`config.mk`:
```
export PLATFORM = sky130hd
export DESIGN_NAME = multilevel_feedback_dispatcher
export DESIGN_NICKNAME = d
export VERILOG_FILES = /design/src/sv/mfd_pkg.sv /design/src/sv/mfd_ctrl.sv /design/src/sv/mfd_datapath.sv /design/src/sv/multilevel_feedback_dispatcher.sv
export SDC_FILE = /design/constraint.sdc
export NUM_CORES = 2
export LEC_CHECK = 0
export BUFFER_PORTS_ARGS = -buffer_cell sky130_fd_sc_hd__buf_2
export CAP_MARGIN = 15
export CORE_ASPECT_RATIO = 0.6
export CORE_UTILIZATION = 40
export CTS_BUF_LIST = sky130_fd_sc_hd__clkbuf_16
export DETAILED_ROUTE_END_ITERATION = 10
export HOLD_SLACK_MARGIN = 0.03
export PLACE_DENSITY = 0.66
export SYNTH_ARGS = -nofsm -noshare
export SYNTH_HDL_FRONTEND = slang
export SYNTH_HIERARCHICAL = 1
export SYNTH_SLANG_ARGS = --single-unit
```
`constraint.sdc`:
```
create_clock -name clk -period 8 [get_ports clk]
set_input_delay 1.2 -clock clk [delete_from_list [all_inputs] [get_ports clk]]
set_output_delay 1.2 -clock clk [all_outputs]
set_load 0.05 [all_outputs]
```
`src/sv/mfd_pkg.sv`:
```
`timescale 1ns / 1ps
`default_nettype none
// ----------------------------------------------------------------------------
// mfd_pkg: shared types and constants of the feedback queue dispatcher
// Codes, controller state and the command/status structs between the
// controller and the datapath.
// ----------------------------------------------------------------------------
package mfd_pkg;

	localparam int MAX_CPUS_DEF     = 8;
	localparam int QUEUE_DEPTH_DEF  = 64;
	localparam int TASK_ID_BITS_DEF = 8;
	localparam int LEVELS           = 4;
	localparam int MAX_RESULTS      = 8;

	localparam logic [3:0] CPU_COUNT_RESET    = 4'd1;
	localparam logic [7:0] BOOST_PERIOD_RESET = 8'd3;

	localparam logic [0:0] REG_CPU_COUNT    = 1'b0;
	localparam logic [0:0] REG_BOOST_PERIOD = 1'b1;

	localparam logic [1:0] FUNC_SUBMIT = 2'd0;
	localparam logic [1:0] FUNC_FINISH = 2'd1;
	localparam logic [1:0] FUNC_TICK   = 2'd2;

	localparam logic [1:0] KIND_ACK  = 2'd0;
	localparam logic [1:0] KIND_DISP = 2'd1;
	localparam logic [1:0] KIND_IDLE = 2'd2;

	localparam logic [1:0] STAT_OK       = 2'd0;
	localparam logic [1:0] STAT_FULL     = 2'd1;
	localparam logic [1:0] STAT_NOT_RUN  = 2'd2;

	typedef enum logic [3:0] {
		S_IDLE,
		S_SUB,
		S_FIN,
		S_BUMP,
		S_BOOST_CHK,
		S_BOOST_WR,
		S_PEND_CHK,
		S_PEND_WR,
		S_REQ,
		S_DISP_CHK,
		S_DISP_EM,
		S_IDLE_EM
	} state_t;

	typedef enum logic [3:0] {
		OP_NONE,
		OP_LOAD,
		OP_SUBMIT,
		OP_FINISH,
		OP_BUMP,
		OP_LQ_POP,
		OP_BOOST_PUSH,
		OP_PEND_RD,
		OP_PEND_PUSH,
		OP_PEND_CLR,
		OP_REQUEUE,
		OP_IDLE_EMIT,
		OP_DISP_EMIT
	} op_t;

	typedef struct packed {
		op_t        op;
		logic [1:0] lv;
		logic       idx_clr;
		logic       idx_inc;
	} cmd_t;

	typedef struct packed {
		logic       out_free;
		logic       boost;
		logic       pend_end;
		logic       slot_end;
		logic       disp_end;
		logic [3:0] cnt_nz;
	} st_t;

endpackage
`default_nettype wire

```
`src/sv/mfd_ctrl.sv`:
```
`timescale 1ns / 1ps
`default_nettype none
// ----------------------------------------------------------------------------
// mfd_ctrl: dispatcher sequencer
// Walks submit, finish and the tick steps, issuing one command per cycle while no stalled result holds it.
// ----------------------------------------------------------------------------
module mfd_ctrl (
	input  wire logic          clk,
	input  wire logic          arst_n,
	input  wire logic          in_valid,
	output logic               in_stall,
	input  wire logic [1:0]    func,
	input  wire mfd_pkg::st_t  st,
	output mfd_pkg::cmd_t      cmd
);

	mfd_pkg::state_t state_q, state_nx;
	logic [1:0] blv_q, blv_nx;
	logic [1:0] low_lv;

	always_ff @(posedge clk or negedge arst_n) begin
		if (!arst_n) begin
			state_q <= mfd_pkg::S_IDLE;
			blv_q   <= 2'd3;
		end else begin
			state_q <= state_nx;
			blv_q   <= blv_nx;
		end
	end

	// lowest nonempty level
	always_comb begin
		low_lv = 2'd3;
		if (st.cnt_nz[2]) low_lv = 2'd2;
		if (st.cnt_nz[1]) low_lv = 2'd1;
		if (st.cnt_nz[0]) low_lv = 2'd0;
	end

	always_comb begin
		state_nx = state_q;
		case (state_q)
			mfd_pkg::S_IDLE: begin
				if (in_valid) begin
					case (func)
						mfd_pkg::FUNC_SUBMIT: state_nx = mfd_pkg::S_SUB;
						mfd_pkg::FUNC_FINISH: state_nx = mfd_pkg::S_FIN;
						mfd_pkg::FUNC_TICK:   state_nx = mfd_pkg::S_BUMP;
						default:              state_nx = mfd_pkg::S_IDLE;
					endcase
				end
			end
			mfd_pkg::S_SUB, mfd_pkg::S_FIN, mfd_pkg::S_IDLE_EM: begin
				if (st.out_free) state_nx = mfd_pkg::S_IDLE;
			end
			mfd_pkg::S_BUMP: state_nx = mfd_pkg::S_BOOST_CHK;
			mfd_pkg::S_BOOST_CHK: begin
				if (!st.boost || blv_q == 2'd0) state_nx = mfd_pkg::S_PEND_CHK;
				else if (st.cnt_nz[blv_q]) state_nx = mfd_pkg::S_BOOST_WR;
			end
			mfd_pkg::S_BOOST_WR: state_nx = mfd_pkg::S_BOOST_CHK;
			mfd_pkg::S_PEND_CHK: begin
				if (st.pend_end) state_nx = mfd_pkg::S_REQ;
				else state_nx = mfd_pkg::S_PEND_WR;
			end
			mfd_pkg::S_PEND_WR: state_nx = mfd_pkg::S_PEND_CHK;
			mfd_pkg::S_REQ: begin
				if (st.slot_end) state_nx = mfd_pkg::S_DISP_CHK;
			end
			mfd_pkg::S_DISP_CHK: begin
				if (st.cnt_nz == 4'd0) state_nx = mfd_pkg::S_IDLE_EM;
				else state_nx = mfd_pkg::S_DISP_EM;
			end
			mfd_pkg::S_DISP_EM: begin
				if (st.out_free) begin
					if (st.disp_end) state_nx = mfd_pkg::S_IDLE;
					else state_nx = mfd_pkg::S_DISP_CHK;
				end
			end
			default: state_nx = mfd_pkg::S_IDLE;
		endcase
	end

	always_comb begin
		cmd         = '{op: mfd_pkg::OP_NONE, lv: 2'd0, idx_clr: 1'b0, idx_inc: 1'b0};
		in_stall    = 1'b1;
		blv_nx      = blv_q;
		case (state_q)
			mfd_pkg::S_IDLE: begin
				in_stall = 1'b0;
				if (in_valid) cmd.op = mfd_pkg::OP_LOAD;
			end
			mfd_pkg::S_SUB: begin
				if (st.out_free) cmd.op = mfd_pkg::OP_SUBMIT;
			end
			mfd_pkg::S_FIN: begin
				if (st.out_free) cmd.op = mfd_pkg::OP_FINISH;
			end
			mfd_pkg::S_IDLE_EM: begin
				if (st.out_free) cmd.op = mfd_pkg::OP_IDLE_EMIT;
			end
			mfd_pkg::S_BUMP: begin
				cmd.op = mfd_pkg::OP_BUMP;
				blv_nx = 2'd3;
			end
			mfd_pkg::S_BOOST_CHK: begin
				if (!st.boost || blv_q == 2'd0) begin
					cmd.idx_clr = 1'b1;
				end else if (st.cnt_nz[blv_q]) begin
					cmd.op = mfd_pkg::OP_LQ_POP;
					cmd.lv = blv_q;
				end else begin
					blv_nx = blv_q - 2'd1;
				end
			end
			mfd_pkg::S_BOOST_WR: cmd.op = mfd_pkg::OP_BOOST_PUSH;
			mfd_pkg::S_PEND_CHK: begin
				if (st.pend_end) begin
					cmd.op      = mfd_pkg::OP_PEND_CLR;
					cmd.idx_clr = 1'b1;
				end else begin
					cmd.op = mfd_pkg::OP_PEND_RD;
				end
			end
			mfd_pkg::S_PEND_WR: begin
				cmd.op      = mfd_pkg::OP_PEND_PUSH;
				cmd.idx_inc = 1'b1;
			end
			mfd_pkg::S_REQ: begin
				cmd.op = mfd_pkg::OP_REQUEUE;
				if (st.slot_end) cmd.idx_clr = 1'b1;
				else cmd.idx_inc = 1'b1;
			end
			mfd_pkg::S_DISP_CHK: begin
				if (st.cnt_nz != 4'd0) begin
					cmd.op = mfd_pkg::OP_LQ_POP;
					cmd.lv = low_lv;
				end
			end
			mfd_pkg::S_DISP_EM: begin
				if (st.out_free) begin
					cmd.op = mfd_pkg::OP_DISP_EMIT;
					if (!st.disp_end) cmd.idx_inc = 1'b1;
				end
			end
			default: begin
				cmd.op = mfd_pkg::OP_NONE;
			end
		endcase
	end

`ifndef SYNTHESIS
	a_load_only_idle: assert property (@(posedge clk) disable iff (!arst_n)
		(cmd.op == mfd_pkg::OP_LOAD) |-> (state_q == mfd_pkg::S_IDLE && !in_stall))
		else $error("input taken outside idle");
	a_boost_needs_flag: assert property (@(posedge clk) disable iff (!arst_n)
		(state_q == mfd_pkg::S_BOOST_WR) |-> st.boost)
		else $error("boost move without boost tick");
	a_disp_follows_pop: assert property (@(posedge clk) disable iff (!arst_n)
		(state_q == mfd_pkg::S_DISP_EM && $past(state_q) == mfd_pkg::S_DISP_CHK)
		|-> $past(cmd.op) == mfd_pkg::OP_LQ_POP)
		else $error("dispatch without a queue pop");
`endif

endmodule
`default_nettype wire

```
`src/sv/mfd_datapath.sv`:
```
`timescale 1ns / 1ps
`default_nettype none
// ----------------------------------------------------------------------------
// mfd_datapath: queues, running table and result register
// Level FIFOs and pending buffer in memories, slot table in flops.
// ----------------------------------------------------------------------------
module mfd_datapath #(
	parameter int MAX_CPUS     = mfd_pkg::MAX_CPUS_DEF,
	parameter int QUEUE_DEPTH  = mfd_pkg::QUEUE_DEPTH_DEF,
	parameter int TASK_ID_BITS = mfd_pkg::TASK_ID_BITS_DEF
) (
	input  wire logic          clk,
	input  wire logic          arst_n,
	input  wire logic          cfg_we,
	input  wire logic [0:0]    cfg_index,
	input  wire logic [7:0]    cfg_wdata,
	input  wire logic [7:0]    task_id,
	input  wire logic [3:0]    requested_priority,
	input  wire mfd_pkg::cmd_t cmd,
	output mfd_pkg::st_t       st,
	output logic               out_valid,
	input  wire logic          out_stall,
	output logic [1:0]         kind,
	output logic [1:0]         status,
	output logic [2:0]         slot,
	output logic [7:0]         task_id_res,
	output logic [2:0]         level,
	output logic               last
);

	localparam int QW        = (QUEUE_DEPTH > 1) ? $clog2(QUEUE_DEPTH) : 1;
	localparam int CW        = $clog2(QUEUE_DEPTH + 1);
	localparam int IW        = (CW > 4) ? CW : 4;
	localparam int RUN_SLOTS = (MAX_CPUS < mfd_pkg::MAX_RESULTS) ? MAX_CPUS
	                                                              : mfd_pkg::MAX_RESULTS;
	localparam int SW        = (RUN_SLOTS > 1) ? $clog2(RUN_SLOTS) : 1;
	localparam int IDW       = TASK_ID_BITS;

	logic [3:0]     cpu_q;
	logic [7:0]     bper_q;
	logic [7:0]     ticks_q;
	logic [7:0]     ticks_nx;
	logic           boost_q;
	logic [CW-1:0]  live_q;
	logic [CW-1:0]  pend_cnt_q;
	logic [QW-1:0]  head_q [mfd_pkg::LEVELS];
	logic [CW-1:0]  cnt_q  [mfd_pkg::LEVELS];
	logic [IW-1:0]  idx_q;
	logic [IDW-1:0] id_q;
	logic [2:0]     prio_q;
	logic [1:0]     pop_lv_q;

	logic [IDW-1:0] lq_mem [mfd_pkg::LEVELS][QUEUE_DEPTH];
	logic [IDW-1:0] lq_rd_q;
	logic [IDW+1:0] pend_mem [QUEUE_DEPTH];
	logic [IDW+1:0] pend_rd_q;

	logic           run_v_q  [RUN_SLOTS];
	logic           run_d_q  [RUN_SLOTS];
	logic [IDW-1:0] run_id_q [RUN_SLOTS];
	logic [1:0]     run_lv_q [RUN_SLOTS];

	logic [15:0]    id_in16;
	logic [SW-1:0]  sidx;
	logic           push_en, pop_en;
	logic [1:0]     push_lv, pop_lv;
	logic [IDW-1:0] push_id;
	logic [CW:0]    pos_sum;
	logic [QW-1:0]  wr_pos;
	logic           full;
	logic           fin_hit;
	logic [SW-1:0]  fin_slot;
	logic [3:0]     lim;
	logic           all_zero;
	logic [3:0]     cnt_nz;
	logic           disp_end;
	logic           out_free;

	logic           em_en;
	logic [1:0]     em_kind, em_status;
	logic [2:0]     em_slot, em_level;
	logic [IDW-1:0] em_id;
	logic [15:0]    em_id16;
	logic           em_last;

	assign id_in16  = 16'(task_id);
	assign sidx     = idx_q[SW-1:0];
	assign out_free = !out_valid || !out_stall;
	assign full     = (live_q >= CW'(QUEUE_DEPTH)) || (pend_cnt_q >= CW'(QUEUE_DEPTH));
	assign ticks_nx = ticks_q + 8'd1;

	// slot limit: zero acts as one, clamp to the slot table
	always_comb begin
		lim = cpu_q;
		if (cpu_q == 4'd0) lim = 4'd1;
		else if (cpu_q > 4'(RUN_SLOTS)) lim = 4'(RUN_SLOTS);
	end

	always_comb begin
		all_zero = 1'b1;
		cnt_nz   = 4'd0;
		for (int l = 0; l < mfd_pkg::LEVELS; l++) begin
			cnt_nz[l] = (cnt_q[l] != '0);
			if (cnt_q[l] != '0) all_zero = 1'b0;
		end
	end

	assign disp_end    = ((({1'b0, idx_q}) + (IW+1)'(1)) >= (IW+1)'(lim)) || all_zero;
	assign st.cnt_nz   = cnt_nz;
	assign st.out_free = out_free;
	assign st.boost    = boost_q;
	assign st.pend_end = (idx_q == IW'(pend_cnt_q));
	assign st.slot_end = (idx_q == IW'(RUN_SLOTS - 1));
	assign st.disp_end = disp_end;

	// lowest running slot holding the finished id
	always_comb begin
		fin_hit  = 1'b0;
		fin_slot = '0;
		for (int s = RUN_SLOTS - 1; s >= 0; s--) begin
			if (run_v_q[s] && !run_d_q[s] && run_id_q[s] == id_q) begin
				fin_hit  = 1'b1;
				fin_slot = SW'(s);
			end
		end
	end

	// queue push source
	always_comb begin
		push_en = 1'b0;
		push_lv = 2'd0;
		push_id = lq_rd_q;
		case (cmd.op)
			mfd_pkg::OP_BOOST_PUSH: begin
				push_en = 1'b1;
			end
			mfd_pkg::OP_PEND_PUSH: begin
				push_en = 1'b1;
				push_lv = pend_rd_q[IDW+1:IDW];
				push_id = pend_rd_q[IDW-1:0];
			end
			mfd_pkg::OP_REQUEUE: begin
				push_en = run_v_q[sidx] && !run_d_q[sidx];
				push_id = run_id_q[sidx];
				if (boost_q) push_lv = 2'd0;
				else if (run_lv_q[sidx] == 2'd3) push_lv = 2'd3;
				else push_lv = run_lv_q[sidx] + 2'd1;
			end
			default: push_en = 1'b0;
		endcase
	end

	assign pop_en  = (cmd.op == mfd_pkg::OP_LQ_POP);
	assign pop_lv  = cmd.lv;
	assign pos_sum = (CW+1)'(head_q[push_lv]) + (CW+1)'(cnt_q[push_lv]);
	assign wr_pos  = (pos_sum >= (CW+1)'(QUEUE_DEPTH)) ?
	                 QW'(pos_sum - (CW+1)'(QUEUE_DEPTH)) : QW'(pos_sum);

	always_ff @(posedge clk) begin
		if (push_en) lq_mem[push_lv][wr_pos] <= push_id;
		if (pop_en) lq_rd_q <= lq_mem[pop_lv][head_q[pop_lv]];
	end

	always_ff @(posedge clk) begin
		if (cmd.op == mfd_pkg::OP_SUBMIT && !full)
			pend_mem[pend_cnt_q[QW-1:0]] <= {2'(prio_q - 3'd1), id_q};
		if (cmd.op == mfd_pkg::OP_PEND_RD) pend_rd_q <= pend_mem[idx_q[QW-1:0]];
	end

	always_ff @(posedge clk or negedge arst_n) begin
		if (!arst_n) begin
			for (int l = 0; l < mfd_pkg::LEVELS; l++) begin
				head_q[l] <= '0;
				cnt_q[l]  <= '0;
			end
		end else begin
			for (int l = 0; l < mfd_pkg::LEVELS; l++) begin
				if (pop_en && pop_lv == 2'(l)) begin
					head_q[l] <= (head_q[l] == QW'(QUEUE_DEPTH - 1)) ? '0 : head_q[l] + QW'(1);
				end
				if (push_en && push_lv == 2'(l) && !(pop_en && pop_lv == 2'(l)))
					cnt_q[l] <= cnt_q[l] + CW'(1);
				else if (pop_en && pop_lv == 2'(l) && !(push_en && push_lv == 2'(l)))
					cnt_q[l] <= cnt_q[l] - CW'(1);
			end
		end
	end

	always_ff @(posedge clk or negedge arst_n) begin
		if (!arst_n) begin
			cpu_q      <= mfd_pkg::CPU_COUNT_RESET;
			bper_q     <= mfd_pkg::BOOST_PERIOD_RESET;
			ticks_q    <= 8'd0;
			boost_q    <= 1'b0;
			live_q     <= '0;
			pend_cnt_q <= '0;
			idx_q      <= '0;
		end else begin
			if (cfg_we) begin
				case (cfg_index)
					mfd_pkg::REG_CPU_COUNT:    cpu_q  <= cfg_wdata[3:0];
					mfd_pkg::REG_BOOST_PERIOD: bper_q <= cfg_wdata;
					default:                   cpu_q  <= cpu_q;
				endcase
			end
			if (cmd.op == mfd_pkg::OP_BUMP) begin
				boost_q <= (ticks_nx == bper_q);
				ticks_q <= (ticks_nx == bper_q) ? 8'd0 : ticks_nx;
			end
			if (cmd.op == mfd_pkg::OP_SUBMIT && !full) begin
				live_q     <= live_q + CW'(1);
				pend_cnt_q <= pend_cnt_q + CW'(1);
			end
			if (cmd.op == mfd_pkg::OP_FINISH && fin_hit && live_q != '0)
				live_q <= live_q - CW'(1);
			if (cmd.op == mfd_pkg::OP_PEND_CLR) pend_cnt_q <= '0;
			if (cmd.idx_clr) idx_q <= '0;
			else if (cmd.idx_inc) idx_q <= idx_q + IW'(1);
		end
	end

	// latched input and pop level
	always_ff @(posedge clk) begin
		if (cmd.op == mfd_pkg::OP_LOAD) begin
			id_q <= id_in16[IDW-1:0];
			if (requested_priority >= 4'd1 && requested_priority <= 4'd4)
				prio_q <= requested_priority[2:0];
			else
				prio_q <= 3'd1;
		end
		if (pop_en) pop_lv_q <= pop_lv;
	end

	always_ff @(posedge clk or negedge arst_n) begin
		if (!arst_n) begin
			for (int s = 0; s < RUN_SLOTS; s++) begin
				run_v_q[s] <= 1'b0;
				run_d_q[s] <= 1'b0;
			end
		end else begin
			if (cmd.op == mfd_pkg::OP_FINISH && fin_hit) run_d_q[fin_slot] <= 1'b1;
			if (cmd.op == mfd_pkg::OP_REQUEUE) begin
				run_v_q[sidx] <= 1'b0;
				run_d_q[sidx] <= 1'b0;
			end
			if (cmd.op == mfd_pkg::OP_DISP_EMIT) begin
				run_v_q[sidx] <= 1'b1;
				run_d_q[sidx] <= 1'b0;
			end
		end
	end

	always_ff @(posedge clk) begin
		if (cmd.op == mfd_pkg::OP_DISP_EMIT) begin
			run_id_q[sidx] <= lq_rd_q;
			run_lv_q[sidx] <= pop_lv_q;
		end
	end

	// result selection
	always_comb begin
		em_en     = 1'b0;
		em_kind   = mfd_pkg::KIND_ACK;
		em_status = mfd_pkg::STAT_OK;
		em_slot   = 3'd0;
		em_id     = id_q;
		em_level  = 3'd0;
		em_last   = 1'b1;
		case (cmd.op)
			mfd_pkg::OP_SUBMIT: begin
				em_en     = 1'b1;
				em_status = full ? mfd_pkg::STAT_FULL : mfd_pkg::STAT_OK;
				em_level  = prio_q;
			end
			mfd_pkg::OP_FINISH: begin
				em_en     = 1'b1;
				em_status = fin_hit ? mfd_pkg::STAT_OK : mfd_pkg::STAT_NOT_RUN;
			end
			mfd_pkg::OP_IDLE_EMIT: begin
				em_en   = 1'b1;
				em_kind = mfd_pkg::KIND_IDLE;
				em_id   = '0;
			end
			mfd_pkg::OP_DISP_EMIT: begin
				em_en    = 1'b1;
				em_kind  = mfd_pkg::KIND_DISP;
				em_slot  = idx_q[2:0];
				em_id    = lq_rd_q;
				em_level = {1'b0, pop_lv_q} + 3'd1;
				em_last  = disp_end;
			end
			default: em_en = 1'b0;
		endcase
	end

	assign em_id16 = 16'(em_id);

	always_ff @(posedge clk or negedge arst_n) begin
		if (!arst_n) begin
			out_valid <= 1'b0;
		end else if (em_en) begin
			out_valid <= 1'b1;
		end else if (!out_stall) begin
			out_valid <= 1'b0;
		end
	end

	always_ff @(posedge clk) begin
		if (em_en) begin
			kind        <= em_kind;
			status      <= em_status;
			slot        <= em_slot;
			task_id_res <= em_id16[7:0];
			level       <= em_level;
			last        <= em_last;
		end
	end

`ifndef SYNTHESIS
	a_push_not_full: assert property (@(posedge clk) disable iff (!arst_n)
		push_en |-> (cnt_q[push_lv] < CW'(QUEUE_DEPTH)))
		else $error("push into a full level");
	a_pop_not_empty: assert property (@(posedge clk) disable iff (!arst_n)
		pop_en |-> (cnt_q[pop_lv] != '0))
		else $error("pop from an empty level");
	a_emit_when_free: assert property (@(posedge clk) disable iff (!arst_n)
		em_en |-> out_free)
		else $error("result overwrites an untaken result");
	a_live_bound: assert property (@(posedge clk) disable iff (!arst_n)
		live_q <= CW'(QUEUE_DEPTH))
		else $error("live task count above store size");
`endif

endmodule
`default_nettype wire

```
`src/sv/multilevel_feedback_dispatcher.sv`:
```
`timescale 1ns / 1ps
`default_nettype none
// ----------------------------------------------------------------------------
// multilevel_feedback_dispatcher: four-level feedback queue dispatcher
// Buffers submitted tasks, marks finished ones and on each tick requeues and
// dispatches tasks to processor slots, boosting on a boost tick.
//
//   channel | direction | handshake          | payload
//   --------+-----------+--------------------+----------------------------------
//   input   | in        | in_valid/in_stall  | func, task_id, requested_priority
//   result  | out       | out_valid/out_stall| kind, status, slot, task_id_res,
//           |           |                    | level, last
//   config  | in        | cfg_we             | cfg_index, cfg_wdata
//
// Submit and finish take the transfer, then load the result register. A tick
// bumps the tick counter, on a boost tick moves levels 2 to 4 into level 1,
// pushes the pending tasks, requeues the slot table (eight slots by default)
// and dispatches or emits an idle result; each move through the single-port
// level memory is a registered read and a write.
// Reset clears all control state; no clearing pass is needed.
// A stalled result holds the sequencer at its next result, and the next input
// transfer is taken while a result still waits.
// ----------------------------------------------------------------------------
module multilevel_feedback_dispatcher #(
	parameter int MAX_CPUS     = mfd_pkg::MAX_CPUS_DEF,
	parameter int QUEUE_DEPTH  = mfd_pkg::QUEUE_DEPTH_DEF,
	parameter int TASK_ID_BITS = mfd_pkg::TASK_ID_BITS_DEF
) (
	input  wire logic       clk,
	input  wire logic       arst_n,
	input  wire logic       cfg_we,
	input  wire logic [0:0] cfg_index,
	input  wire logic [7:0] cfg_wdata,
	input  wire logic       in_valid,
	output logic            in_stall,
	input  wire logic [1:0] func,
	input  wire logic [7:0] task_id,
	input  wire logic [3:0] requested_priority,
	output logic            out_valid,
	input  wire logic       out_stall,
	output logic [1:0]      kind,
	output logic [1:0]      status,
	output logic [2:0]      slot,
	output logic [7:0]      task_id_res,
	output logic [2:0]      level,
	output logic            last
);

	// command from the sequencer, status back from the datapath
	mfd_pkg::cmd_t cmd;
	mfd_pkg::st_t  st;

	// sequencer: one command per cycle while no stalled result holds it, takes input transfers only when idle
	mfd_ctrl u_ctrl (
		.clk      (clk),
		.arst_n   (arst_n),
		.in_valid (in_valid),
		.in_stall (in_stall),
		.func     (func),
		.st       (st),
		.cmd      (cmd)
	);

	// level FIFOs, pending buffer, slot table, registers and result register
	mfd_datapath #(
		.MAX_CPUS     (MAX_CPUS),
		.QUEUE_DEPTH  (QUEUE_DEPTH),
		.TASK_ID_BITS (TASK_ID_BITS)
	) u_dp (
		.clk                (clk),
		.arst_n             (arst_n),
		.cfg_we             (cfg_we),
		.cfg_index          (cfg_index),
		.cfg_wdata          (cfg_wdata),
		.task_id            (task_id),
		.requested_priority (requested_priority),
		.cmd                (cmd),
		.st                 (st),
		.out_valid          (out_valid),
		.out_stall          (out_stall),
		.kind               (kind),
		.status             (status),
		.slot               (slot),
		.task_id_res        (task_id_res),
		.level              (level),
		.last               (last)
	);

endmodule
`default_nettype wire

```
==> results.toml <==
[logic_synthesis]
yosys_most_used_dff = "edfxtp_1"
syn_inst = 6631
ys_seq_elements = 2935
syn_avg_cell_area_um2 = 18.0
synth_area_um2 = 119000
syn_nets = 6714
synth-edff-count = 2818
synth_seq_area_share = 0.734
async_flop_share = 0.0399
yosys_warnings = 6
yosysUniqueCellTypes = 91

[critical_path]
cp-start-kind = "flip-flop"
worstSetupPathType = "flip-flop to flip-flop"
crit_required_ps = 8480
worst-path-max-fanout = 15
crit_chain = "nor4_1 -> nand2_1 -> mux4_2 -> a32oi_1 -> o211ai_1 -> buf_4 -> nand4bb_1 -> buf_4 -> or3_1 -> o32a_1 -> nand2_1 -> a21oi_1 -> ha_1 -> fa_1 -> a21o_1 -> a21oi_1 -> xnor2_1 -> buf_4 -> nor2_1 -> nand2_2 -> buf_4 -> and4b_1"
slowest_delay_ps = 570
worstSetupEndpointType = "flip-flop"
crit_top_cell = "buf_4"
cp.arrival_ps = 8130
critPathSlowestCell = "and4b_1"

[flow_run]
max-cap-violations = 0

[detailed_routing]
drtPass1Iterations = 6
route.vias.total = 68200
vias_per_cell = 6.14
drc = 0
drt_iter0_markers = 11400
ant_nets = 0
wl_um = 349000
wl_per_cell_um = 31.4

[power_and_ir_drop]
pwr-share-clk = 0.282
pwr-share-comb = 0.282
switching_power_uw = 15700
seqPwrFrac = 0.436
ir_drop_mv = 0.467
intPower_uw = 29800
powerDensity_nw_per_um2 = 335
switching_share = 0.344
power_leakage_uw = 0.0428

[global_routing]
antenna_found_initial = 15
grt_max_degree = 144
grt_pass1_vias = 65400
grt_pass1_wl_um = 492000
grt_usage = 0.227
gr-total-overflow = 0

[placed_design]
dp_hpwl_um = 223000
place_congestion = 0.963
pre_cts_ws_ps = -49.5
port_buffers = 48

[sta]
finalCriticalPeriod_ps = 7660
fin_worst_skew_ps = 84.1
slew_viol_final = 0
fin_ws_ps = 343
finalSetupViolCount = 0
fmax_mhz = 131
rsz0062_at_grt = "false"
max_slew_margin = 0.0260
period_share = 0.957
hold_viol = 0
whs_ps = 432
worst_pin_slew_ps = 1450

[clock_network]
clk_path_buf_depth = 4
cts_setup_buffers = 0
htree_levels = 5
cts_made_buffers = 277
clkTransAtPathRegs_ps = 70
cts_root_buffer = "clkbuf_16"
clock_latency_ps = 890
cts_tree = "yes"
ctsHoldBuffers = 0
cts_sinks = 2935

[finish]
multi_input_area_um2 = 30700
drive_above_1_share = 0.230
fin_nets = 7023
nFillCells = 24600
syn2layout_area_growth_pct = 13.8
register_area_um2 = 87600

[status]
status = "finished clean"

[floorplan]
start_util = 0.404
die_area_um2 = 300000
rows = 154
die_w_um = 707
core-area_um2 = 295000
fp.dieH_um = 425
ioPinCount = 49

[min_path]
min_path_type = "primary input to asynchronous set/reset pin"
## layout make-up
| cell class | count | share of cell area |
|---|---|---|
| multi-input cells | 3220 | 0.226 |
| well taps | 3978 | 0.0367 |
| inverters | 42 | 0.00118 |
| clock buffers | 283 | 0.0522 |
| repair buffers | 464 | 0.0287 |
| flip-flops and latches | 2935 | 0.645 |
| clock inverters | 183 | 0.0104 |
| diodes | 3 | 0.0000553 |
## cells in the mapped netlist, types with 73 or more instances
library cell / number / share of area
mux2_2: 87 / 0.0082
a22oi_1: 145 / 0.0091
mux2i_1: 200 / 0.017
a211oi_1: 108 / 0.0068
nor2_1: 208 / 0.0065
o21ai_0: 113 / 0.0047
nor3_1: 106 / 0.0044
edfxtp_1: 2818 / 0.71
nand2_1: 490 / 0.015
mux4_2: 537 / 0.10
buf_2: 117 / 0.0049
clkbuf_1: 234 / 0.0074
nand3_1: 115 / 0.0048
dfrtp_1: 112 / 0.024
a21oi_1: 260 / 0.011
nor2b_1: 73 / 0.0038
xnor2_1: 106 / 0.0078
## cell families after synthesis
group	count (synthesis)	share of synthesized area
multiplexers	826	0.127
XOR/XNOR	146	0.0112
buffers and inverters	476	0.0173
AO/OA/AOI/OAI	994	0.0568
flip-flops	2935	0.734
AND/OR/NAND/NOR	1199	0.0477
adder cells (fa/ha/maj)	55	0.00615
## placed cells by master (no fill, tap or decap), types with 57 or more instances in the layout
cell       instances
a22oi_1          145
mux4_2           534
nand2_1          485
mux2_2            86
clkbuf_16        283
inv_1             93
edfxtp_1        2818
buf_4            365
nor3_1            57
o21ai_0          113
mux2i_1          200
a21oi_1          240
nor2_1           208
nand3_1          110
xnor2_1          105
nor2b_1           70
dfrtp_1          108
a211oi_1         104
a31oi_1           69
## stage by stage
step	util	TNS (ps)	power (µW)	cells	area [µm²]
floorplan	-	-2120	26800	6631	120000
global placement	0.430	-11570	32200	10600	127000
detailed placement	0.430	-393	32400	10600	127000
CTS	0.459	0	45100	11100	135000
global route	0.460	0	46600	11100	136000
finish	0.460	0	45500	11100	136000
## state kept, by name, summed over array words and instances (netlist names), 10 cells and up
signal,count
u_dp/run_id_q,64
u_dp/run_lv_q,16
u_dp/lq_mem,2048
u_dp/pend_rd_q,10
u_dp/head_q,24
u_dp/pend_mem,640
u_dp/cnt_q,28
## what timing repair did
item                                   in CTS  in global routing
endpoints found under the hold margin       0                  0
gates resized for setup                     2                 12
setup endpoints to repair                  16                400
pin swaps                                   0                  0
## final timing paths
kind	from	to	slack [ps]	depth (start not counted)
max	u_dp/cnt_q[21]	u_dp/lq_mem[2][214]	340	22
min	arst_n	u_dp/bper_q[4]	430	1
max reg2reg	u_dp/cnt_q[21]	u_dp/lq_mem[2][214]	340	22
min reg2reg	u_dp/cnt_q[13]	u_dp/cnt_q[13]	470	1
max in group asynchronous	arst_n	u_dp/head_q[12]	6250	2
min in group clk	u_dp/cnt_q[13]	u_dp/cnt_q[13]	470	1
## worst max-delay path, delay by kind of cell (launching register included)
family,cells,cell delay [ps]
AND/OR/NAND/NOR,8,3140
AO/OA/AOI/OAI,6,1220
multiplexers,1,540
XOR/XNOR,1,100
adder cells (fa/ha/maj),2,770
flip-flops,1,450
buffers and inverters,4,1040
## per-layer routing
layer | wire, µm | track usage | vias up | share of wire
met5 | 125 | 0.000629 | - | 0.00036
met4 | 7400 | 0.0486 | 10 | 0.021
met3 | 63100 | 0.116 | 512 | 0.18
met2 | 134000 | 0.287 | 5042 | 0.38
met1 | 144000 | 0.343 | 35200 | 0.41
li1 | - | - | 27500 | -
## power groups by stage
stage	clock network, µW	logic [µW]	registers [µW]
2_1_floorplan	0	6180	20600
3_3_place_gp	0	12000	20200
3_5_place_dp	0	12200	20200
4_1_cts	13000	12300	19800
5_1_grt	13500	13200	19900
6_report	12800	12800	19800
Power figures use the tool's default switching activity.
